===== config.mk =====
export PLATFORM = sky130hd
export DESIGN_NAME = ip_address_text_validator_top
export DESIGN_NICKNAME = d
export VERILOG_FILES = /design/src/sv/iptv_pkg.sv /design/src/sv/iptv_v4_check.sv /design/src/sv/iptv_v6_check.sv /design/src/sv/ip_address_text_validator_top.sv
export SDC_FILE = /design/constraint.sdc
export NUM_CORES = 1
export LEC_CHECK = 0
export ABC_CLOCK_PERIOD_IN_PS = 3180
export BUFFER_PORTS_ARGS = -buffer_cell sky130_fd_sc_hd__buf_4
export CAP_MARGIN = 20
export CELL_PAD_IN_SITES_DETAIL_PLACEMENT = 1
export CELL_PAD_IN_SITES_GLOBAL_PLACEMENT = 1
export CORE_MARGIN = 5
export CORE_UTILIZATION = 30
export DETAILED_ROUTE_END_ITERATION = 6
export HOLD_SLACK_MARGIN = 0.08
export PLACE_DENSITY = 0.63
export SYNTH_ARGS = -nofsm -noshare
export SYNTH_HDL_FRONTEND = slang
export SYNTH_HIERARCHICAL = 1
export SYNTH_SLANG_ARGS = --single-unit

===== constraint.sdc =====
create_clock -name clock -period 3.18 [get_ports clock]
set_input_delay 0.636 -clock clock [delete_from_list [all_inputs] [get_ports clock]]
set_output_delay 0.636 -clock clock [all_outputs]
set_load 0.02 [all_outputs]

===== src/sv/iptv_pkg.sv =====
`timescale 1ns / 1ps

package iptv_pkg;

   // character codes
   localparam logic [7:0] CharZero   = 8'h30;
   localparam logic [7:0] CharNine   = 8'h39;
   localparam logic [7:0] CharLowA   = 8'h61;
   localparam logic [7:0] CharLowF   = 8'h66;
   localparam logic [7:0] CharUpA    = 8'h41;
   localparam logic [7:0] CharUpF    = 8'h46;
   localparam logic [7:0] CharDot    = 8'h2E;
   localparam logic [7:0] CharColon  = 8'h3A;

   // text length limits
   localparam logic [5:0] LenSat     = 6'd40;
   localparam logic [5:0] V4LenMin   = 6'd7;
   localparam logic [5:0] V4LenMax   = 6'd15;
   localparam logic [5:0] V6LenMin   = 6'd15;
   localparam logic [5:0] V6LenMax   = 6'd39;

   // IPv4 limits
   localparam logic [8:0] FieldMax   = 9'd255;
   localparam logic [8:0] FieldSat   = 9'd256;
   localparam logic [2:0] DotTarget  = 3'd3;
   localparam logic [2:0] DotSat     = 3'd4;

   // IPv6 limits
   localparam logic [2:0] GroupMax   = 3'd4;
   localparam logic [2:0] GroupSat   = 3'd5;
   localparam logic [3:0] ColonTarget = 4'd7;
   localparam logic [3:0] ColonSat   = 4'd8;

   typedef enum logic [1:0] {
      KIND_NONE = 2'd0,
      KIND_V4   = 2'd1,
      KIND_V6   = 2'd2
   } addr_kind_type;

   // one character moving from the input stage into the checkers
   typedef struct packed {
      logic       fire;
      logic       last_char;
      logic [7:0] char_code;
   } step_type;

   function automatic logic is_dec(input logic [7:0] c);
      return (c >= CharZero) && (c <= CharNine);
   endfunction

   function automatic logic is_hex(input logic [7:0] c);
      return is_dec(c) || ((c >= CharLowA) && (c <= CharLowF)) ||
             ((c >= CharUpA) && (c <= CharUpF));
   endfunction

endpackage


===== src/sv/iptv_v4_check.sv =====
`timescale 1ns / 1ps

module iptv_v4_check (
   input  logic              clock,
   input  logic              reset,
   input  iptv_pkg::step_type step,
   output logic              shape_ok
);
   import iptv_pkg::*;

   logic       alive_ff, alive_in;
   logic [8:0] value_ff, value_in;
   logic       has_digit_ff, has_digit_in;
   logic [2:0] dots_ff, dots_in;
   logic [11:0] product;

   always_comb begin
      alive_in     = alive_ff;
      value_in     = value_ff;
      has_digit_in = has_digit_ff;
      dots_in      = dots_ff;
      // value * 10 + digit; digit is the low nibble of an ASCII decimal code
      product = {value_ff, 3'b000} + {2'b00, value_ff, 1'b0} + {8'd0, step.char_code[3:0]};
      if (is_dec(step.char_code)) begin
         // leading zero
         if (has_digit_ff && (value_ff == 9'd0)) begin
            alive_in = 1'b0;
         end
         has_digit_in = 1'b1;
         value_in = (product > {3'd0, FieldSat}) ? FieldSat : product[8:0];
      end else if (step.char_code == CharDot) begin
         if ((value_ff > FieldMax) || !has_digit_ff) begin
            alive_in = 1'b0;
         end
         value_in     = 9'd0;
         has_digit_in = 1'b0;
         if (dots_ff < DotSat) begin
            dots_in = dots_ff + 3'd1;
         end
      end else begin
         alive_in = 1'b0;
      end
      shape_ok = alive_in && (dots_in == DotTarget) && (value_in <= FieldMax) && has_digit_in;
   end

   always_ff @(posedge clock) begin
      if (reset || (step.fire && step.last_char)) begin
         alive_ff     <= 1'b1;
         value_ff     <= 9'd0;
         has_digit_ff <= 1'b0;
         dots_ff      <= 3'd0;
      end else if (step.fire) begin
         alive_ff     <= alive_in;
         value_ff     <= value_in;
         has_digit_ff <= has_digit_in;
         dots_ff      <= dots_in;
      end
   end

endmodule


===== src/sv/iptv_v6_check.sv =====
`timescale 1ns / 1ps

module iptv_v6_check (
   input  logic              clock,
   input  logic              reset,
   input  iptv_pkg::step_type step,
   output logic              shape_ok
);
   import iptv_pkg::*;

   logic       alive_ff, alive_in;
   logic [2:0] group_len_ff, group_len_in;
   logic [3:0] colons_ff, colons_in;

   always_comb begin
      alive_in     = alive_ff;
      group_len_in = group_len_ff;
      colons_in    = colons_ff;
      if (is_hex(step.char_code)) begin
         if (group_len_ff < GroupSat) begin
            group_len_in = group_len_ff + 3'd1;
         end
      end else if (step.char_code == CharColon) begin
         // empty or overlong group
         if ((group_len_ff > GroupMax) || (group_len_ff == 3'd0)) begin
            alive_in = 1'b0;
         end
         group_len_in = 3'd0;
         if (colons_ff < ColonSat) begin
            colons_in = colons_ff + 4'd1;
         end
      end else begin
         alive_in = 1'b0;
      end
      shape_ok = alive_in && (colons_in == ColonTarget) && (group_len_in != 3'd0) &&
                 (group_len_in <= GroupMax);
   end

   always_ff @(posedge clock) begin
      if (reset || (step.fire && step.last_char)) begin
         alive_ff     <= 1'b1;
         group_len_ff <= 3'd0;
         colons_ff    <= 4'd0;
      end else if (step.fire) begin
         alive_ff     <= alive_in;
         group_len_ff <= group_len_in;
         colons_ff    <= colons_in;
      end
   end

endmodule


===== src/sv/ip_address_text_validator_top.sv =====
`timescale 1ns / 1ps

// IPv4 / IPv6 address text validator.
// The req channel carries one character of the address per transaction,
// with req_last_char set on the final character of the string. Both an
// IPv4 and an IPv6 check run on every character. After the last character
// one rsp transaction carries rsp_addr_kind: 0 neither, 1 IPv4, 2 IPv6.
// Characters other than the last produce no rsp transaction.
// A last character is taken into the input register; when it passes the
// checks it is written to the result register, where rsp_valid rises.
// Throughput: one character per cycle unless stalled; the input and result
// registers are separate, so characters keep flowing while a result waits.
// When rsp_stall is high and a result is held, a further last character
// waits in the input register and req_stall rises; other characters pass.
// Reset (synchronous) clears both checks, the length counter and both
// valid flags. After each last character both checks and the length counter return to reset values.
module ip_address_text_validator_top (
   input  logic       clock,
   input  logic       reset,
   input  logic       req_valid,
   output logic       req_stall,
   input  logic [7:0] req_char_code,
   input  logic       req_last_char,
   output logic       rsp_valid,
   input  logic       rsp_stall,
   output logic [1:0] rsp_addr_kind
);
   import iptv_pkg::*;

   logic          s1_vld_ff;
   logic [7:0]    s1_char_ff;
   logic          s1_last_ff;
   logic          s1_fire;
   logic          req_take;
   logic [5:0]    len_ff, len_in;
   logic          rsp_vld_ff;
   addr_kind_type kind_ff, kind_in;
   logic          v4_shape, v6_shape;
   logic          ok4, ok6;
   step_type      step;

   // a last character needs a free result slot; others never wait
   assign s1_fire   = s1_vld_ff && (!s1_last_ff || !rsp_vld_ff || !rsp_stall);
   assign req_stall = s1_vld_ff && !s1_fire;
   assign req_take  = req_valid && !req_stall;

   assign step.fire      = s1_fire;
   assign step.last_char = s1_last_ff;
   assign step.char_code = s1_char_ff;

   iptv_v4_check u_v4 (
      .clock    (clock),
      .reset    (reset),
      .step     (step),
      .shape_ok (v4_shape)
   );

   iptv_v6_check u_v6 (
      .clock    (clock),
      .reset    (reset),
      .step     (step),
      .shape_ok (v6_shape)
   );

   always_comb begin
      len_in = (len_ff < LenSat) ? (len_ff + 6'd1) : len_ff;
      ok4 = v4_shape && (len_in >= V4LenMin) && (len_in <= V4LenMax);
      ok6 = v6_shape && (len_in >= V6LenMin) && (len_in <= V6LenMax);
      if (ok4) begin
         kind_in = KIND_V4;
      end else if (ok6) begin
         kind_in = KIND_V6;
      end else begin
         kind_in = KIND_NONE;
      end
   end

   always_ff @(posedge clock) begin
      if (reset) begin
         s1_vld_ff <= 1'b0;
      end else if (req_take) begin
         s1_vld_ff <= 1'b1;
      end else if (s1_fire) begin
         s1_vld_ff <= 1'b0;
      end
   end

   always_ff @(posedge clock) begin
      if (req_take) begin
         s1_char_ff <= req_char_code;
         s1_last_ff <= req_last_char;
      end
   end

   always_ff @(posedge clock) begin
      if (reset || (s1_fire && s1_last_ff)) begin
         len_ff <= 6'd0;
      end else if (s1_fire) begin
         len_ff <= len_in;
      end
   end

   always_ff @(posedge clock) begin
      if (reset) begin
         rsp_vld_ff <= 1'b0;
      end else if (s1_fire && s1_last_ff) begin
         rsp_vld_ff <= 1'b1;
      end else if (!rsp_stall) begin
         rsp_vld_ff <= 1'b0;
      end
   end

   always_ff @(posedge clock) begin
      if (s1_fire && s1_last_ff) begin
         kind_ff <= kind_in;
      end
   end

   assign rsp_valid     = rsp_vld_ff;
   assign rsp_addr_kind = kind_ff;

   // never overwrite a result that is still held
   a_no_overwrite: assert property (@(posedge clock) disable iff (reset)
      (rsp_vld_ff && rsp_stall) |-> !(s1_fire && s1_last_ff))
      else $error("held result overwritten");

   a_len_bound: assert property (@(posedge clock) disable iff (reset)
      len_ff <= LenSat)
      else $error("length counter beyond saturation");

   a_len_clear: assert property (@(posedge clock) disable iff (reset)
      (s1_fire && s1_last_ff) |=> (len_ff == 6'd0))
      else $error("length not cleared after end of string");

   a_stall_cause: assert property (@(posedge clock) disable iff (reset)
      req_stall |-> (s1_vld_ff && s1_last_ff && rsp_vld_ff))
      else $error("input stalled without a held result");

   a_result_follows: assert property (@(posedge clock) disable iff (reset)
      (s1_fire && s1_last_ff) |=> rsp_vld_ff)
      else $error("end of string produced no result");

endmodule

==> results_dict.tcl <==
set metrics [dict create \
    outcome "complete, no violations" \
    floorplan.initialDensity_pct 30.5 \
    postSynthNetCount 318 \
    min_delay_worst_endpoint "u_v4/has_digit_ff" \
    grt_pass1_wl_um 10600 \
    post_route_cells_drive_above_1_share_pct 15.7 \
    final_min_period_over_clock_period_pct 93.9 \
    input_output_buffers 16 \
    drcViolationCount 0 \
    power.static_leakage_nw 1.27 \
    gp_congestion 0.787 \
    post_synth.cell_area_avg_um2 9.36 \
    utilization_pct 34.9 \
    grt_max_degree 15 \
    netlist-cell-type-count 66 \
    global_route.usage.total_pct 11.6 \
    wl_per_cell_um 14.6 \
    cts.htree.levels 2 \
    report.final.slew_viol_count 0 \
    worst-r2r-setup-slack_ps 190 \
    timing_worst_setup_path_type "flip-flop to flip-flop" \
    hold_path.startpoint "u_v4/has_digit_ff" \
    worst-r2r-cell-count 11 \
    synth.cell_area_um2 2630 \
    die_h_um 104 \
    fin_cells 414 \
    grt_setup_unrepaired "false" \
    synth_seq_area_share_pct 35.4 \
    cp.arrival_ps 3200 \
    diodes 0 \
    globalRouteOverflowTotal 0 \
    hold_fix_buffers_at_cts 0 \
    async_flop_share_pct 0 \
    worst_skew_pair_latency_ps 290 \
    floorplan.core_area_um2 8640 \
    clk_pin_slew_worst_paths_ps 80 \
    fp.dieArea_um2 10700 \
    synthesis.yosys.warnings 6 \
    largest_fanout_of_any_net_on_the_critical_path 4 \
    dpl.hpwl_um 4740 \
    actual_slew_at_the_worst_max_slew_pin_ps 525 \
    ctsLongestPathBuffers 2 \
    cts_num_sinks 41 \
    vias_per_cell 5.24 \
    totalNegativeSetupSlack_ps 0 \
    core.rowCount 34 \
    detailed_router_iteration_count_before_antenna_repair 4 \
    worst_setup_path_start_kind "flip-flop" \
    yosys_register_bits 41 \
    vdd_drop_max_uv 264 \
    hp-class "flip-flop to flip-flop" \
    max_freq_ghz 0.335 \
    synth-edff-count 11 \
    worst_hold_path.num_cells 2 \
    total_number_of_vias 2170 \
    timing.rr.end "u_v4/value_ff[4]" \
    synthesis.instances 281 \
    worst_setup_path_end_kind "flip-flop" \
    root_buffer "sky130_fd_sc_hd__clkbuf_8" \
    grt_pass1_vias 2210 \
    cap_violations 0 \
    number_of_buffers_added_by_the_clock_tree_synthesis_step 5 \
    postSynth.topFlopCell "sky130_fd_sc_hd__dfxtp_1" \
    p_per_area_nw_per_um2 326 \
    place.detailed.instances 406 \
    drt_iter0_markers 33 \
    routed_wl_um 6040 \
    final_hold_violating_endpoints 0 \
    worst_ep_required_time_ps 3390 \
    initial_antenna_violation_count 0 \
    setup_violations 0 \
    tritoncts "built" \
    syn2layout_area_growth_pct 14.5 \
    ant_nets 0 \
    finalWorstPathRequiredPeriod_ps 2990 \
    floorplan.io_pins 17 \
    nNetsFinal 342 \
    crit-reg2reg-launch "u_v4/value_ff[0]" \
    worst_clock_skew_ps 3.60 \
    finalHoldWorstSlack_ps 444 \
    relSlewSlack_pct 64.9 \
    die_width_um 104 \
]
cell families after synthesis:
group | synth area share, %
AO/OA/AOI/OAI | 19.0
XOR/XNOR | 5.33
adder cells (fa/ha/maj) | 12.0
buffers and inverters | 3.04
flip-flops | 35.4
multiplexers | 2.28
AND/OR/NAND/NOR | 23.0
cell usage after synthesis (all sizes together) (2+ instances only):
library cell   n  area (um^2)
a211o          2         17.5
a211oi         3         22.5
a21o           4         30.0
a21oi         16         83.8
a22o           4         35.0
a31o           3         26.3
a31oi          4         31.3
and2           2         12.5
and3           6         37.5
and4           3         26.3
buf            2         8.75
clkbuf         4         15.0
dfxtp         30          601
edfxtp        11          330
fa             2         40.0
ha            22          275
inv           15         56.3
mux2i          6         60.1
nand2         18         67.6
nand2b         6         37.5
nand3          8         45.0
nand3b         4         30.0
nand4b         4         41.3
nor2          26          100
nor2b          6         37.5
nor3           4         25.0
nor4           7         50.1
nor4b          2         17.5
o21a           2         15.0
o21ai         10         50.0
o22ai          3         25.0
o311ai         2         25.0
o31ai          2         20.0
or3            3         18.8
or4            2         15.0
xnor2          8         70.1
xor2           8         70.1
through the flow:
step                area [um^2]  total power, mW  setup slack (ps)
finish                     3010            0.981               194
global placement           2920            0.650               182
detailed placement         2920            0.652              41.4
floorplan                  2630            0.617               254
global route               3010             1.03              4.93
CTS                        3000            0.999              32.1
final cells by class:
type / count / area (um^2)
clock buffer: 5 / 68.8
clock inverter: 3 / 17.5
fill: 1009 / 5620
inverter: 15 / 56.3
multi-input combinational: 219 / 1630
sequential: 41 / 931
tap: 108 / 135
timing repair buffer: 23 / 173
per-layer routing:
layer	routed length, um	vias to the layer above	GRT usage [%]
met3	151	6	2.24
met4	75	0	3.05
li1	-	1092	-
met2	2860	21	19.5
met1	2960	1051	15.1
met5	0	-	0
flip-flops by register name, summed over array words and instances (netlist names):
name	flops
rsp_valid	1
rsp_addr_kind	2
u_v6/colons_ff	4
s1_char_ff	8
u_v4/value_ff	9
s1_vld_ff	1
u_v6/group_len_ff	3
s1_last_ff	1
len_ff	6
u_v4/alive_ff	1
u_v4/has_digit_ff	1
u_v6/alive_ff	1
u_v4/dots_ff	3
repair_timing:
action | CTS | global route
hold endpoints to repair | 0 | 0
buffers inserted | 0 | 0
setup endpoints to repair | 0 | 2
resized for setup | 0 | 2
power breakdown:
group          internal, mW  switching, mW
combinational        0.0348         0.0420
sequential            0.548         0.0129
clock                 0.152          0.191
total                 0.735          0.246
worst max path at each step:
| stage | start | to | slack [ps] | depth (start not counted) |
|---|---|---|---|---|
| floorplan | s1_char_ff[3] | rsp_addr_kind[1] | 250 | 11 |
| detailed placement | s1_char_ff[3] | rsp_addr_kind[1] | 40 | 12 |
| CTS | s1_char_ff[3] | rsp_addr_kind[1] | 30 | 12 |
| global route | u_v4/value_ff[0] | u_v4/value_ff[4] | 5 | 11 |
| global placement | u_v4/value_ff[0] | rsp_addr_kind[1] | 180 | 12 |
| finish | u_v4/value_ff[0] | u_v4/value_ff[4] | 190 | 11 |
cell usage in the layout (no fill, tap or decap), types with 3 or more instances in the layout:
cell type,n
sky130_fd_sc_hd__mux2i_1,6
sky130_fd_sc_hd__or3_1,3
sky130_fd_sc_hd__a211oi_1,3
sky130_fd_sc_hd__nand3b_1,4
sky130_fd_sc_hd__and3_1,6
sky130_fd_sc_hd__xnor2_1,8
sky130_fd_sc_hd__buf_4,23
sky130_fd_sc_hd__nand3_1,7
sky130_fd_sc_hd__dfxtp_1,30
sky130_fd_sc_hd__o21ai_0,9
sky130_fd_sc_hd__a31oi_1,3
sky130_fd_sc_hd__a22o_1,4
sky130_fd_sc_hd__nor2b_1,6
sky130_fd_sc_hd__a21o_1,4
sky130_fd_sc_hd__clkbuf_8,5
sky130_fd_sc_hd__inv_1,15
sky130_fd_sc_hd__edfxtp_1,11
sky130_fd_sc_hd__nor3_1,3
sky130_fd_sc_hd__and4_1,3
sky130_fd_sc_hd__a31o_2,3
sky130_fd_sc_hd__xor2_1,8
sky130_fd_sc_hd__ha_1,22
sky130_fd_sc_hd__nand2_1,18
sky130_fd_sc_hd__nor2_1,25
sky130_fd_sc_hd__a21oi_1,14
sky130_fd_sc_hd__nor4_1,5
sky130_fd_sc_hd__nand4b_1,3
sky130_fd_sc_hd__nand2b_1,6
critical path: stages, from the launching register on:
cell	delay, ps
sky130_fd_sc_hd__dfxtp_1	380
sky130_fd_sc_hd__inv_1	80
sky130_fd_sc_hd__fa_1	560
sky130_fd_sc_hd__inv_1	60
sky130_fd_sc_hd__ha_1	300
sky130_fd_sc_hd__a211oi_1	250
sky130_fd_sc_hd__o21bai_1	120
sky130_fd_sc_hd__o22ai_1	190
sky130_fd_sc_hd__mux2i_1	180
sky130_fd_sc_hd__buf_4	180
sky130_fd_sc_hd__or3_1	380
sky130_fd_sc_hd__o31ai_2	230
Power figures use the tool's default switching activity.
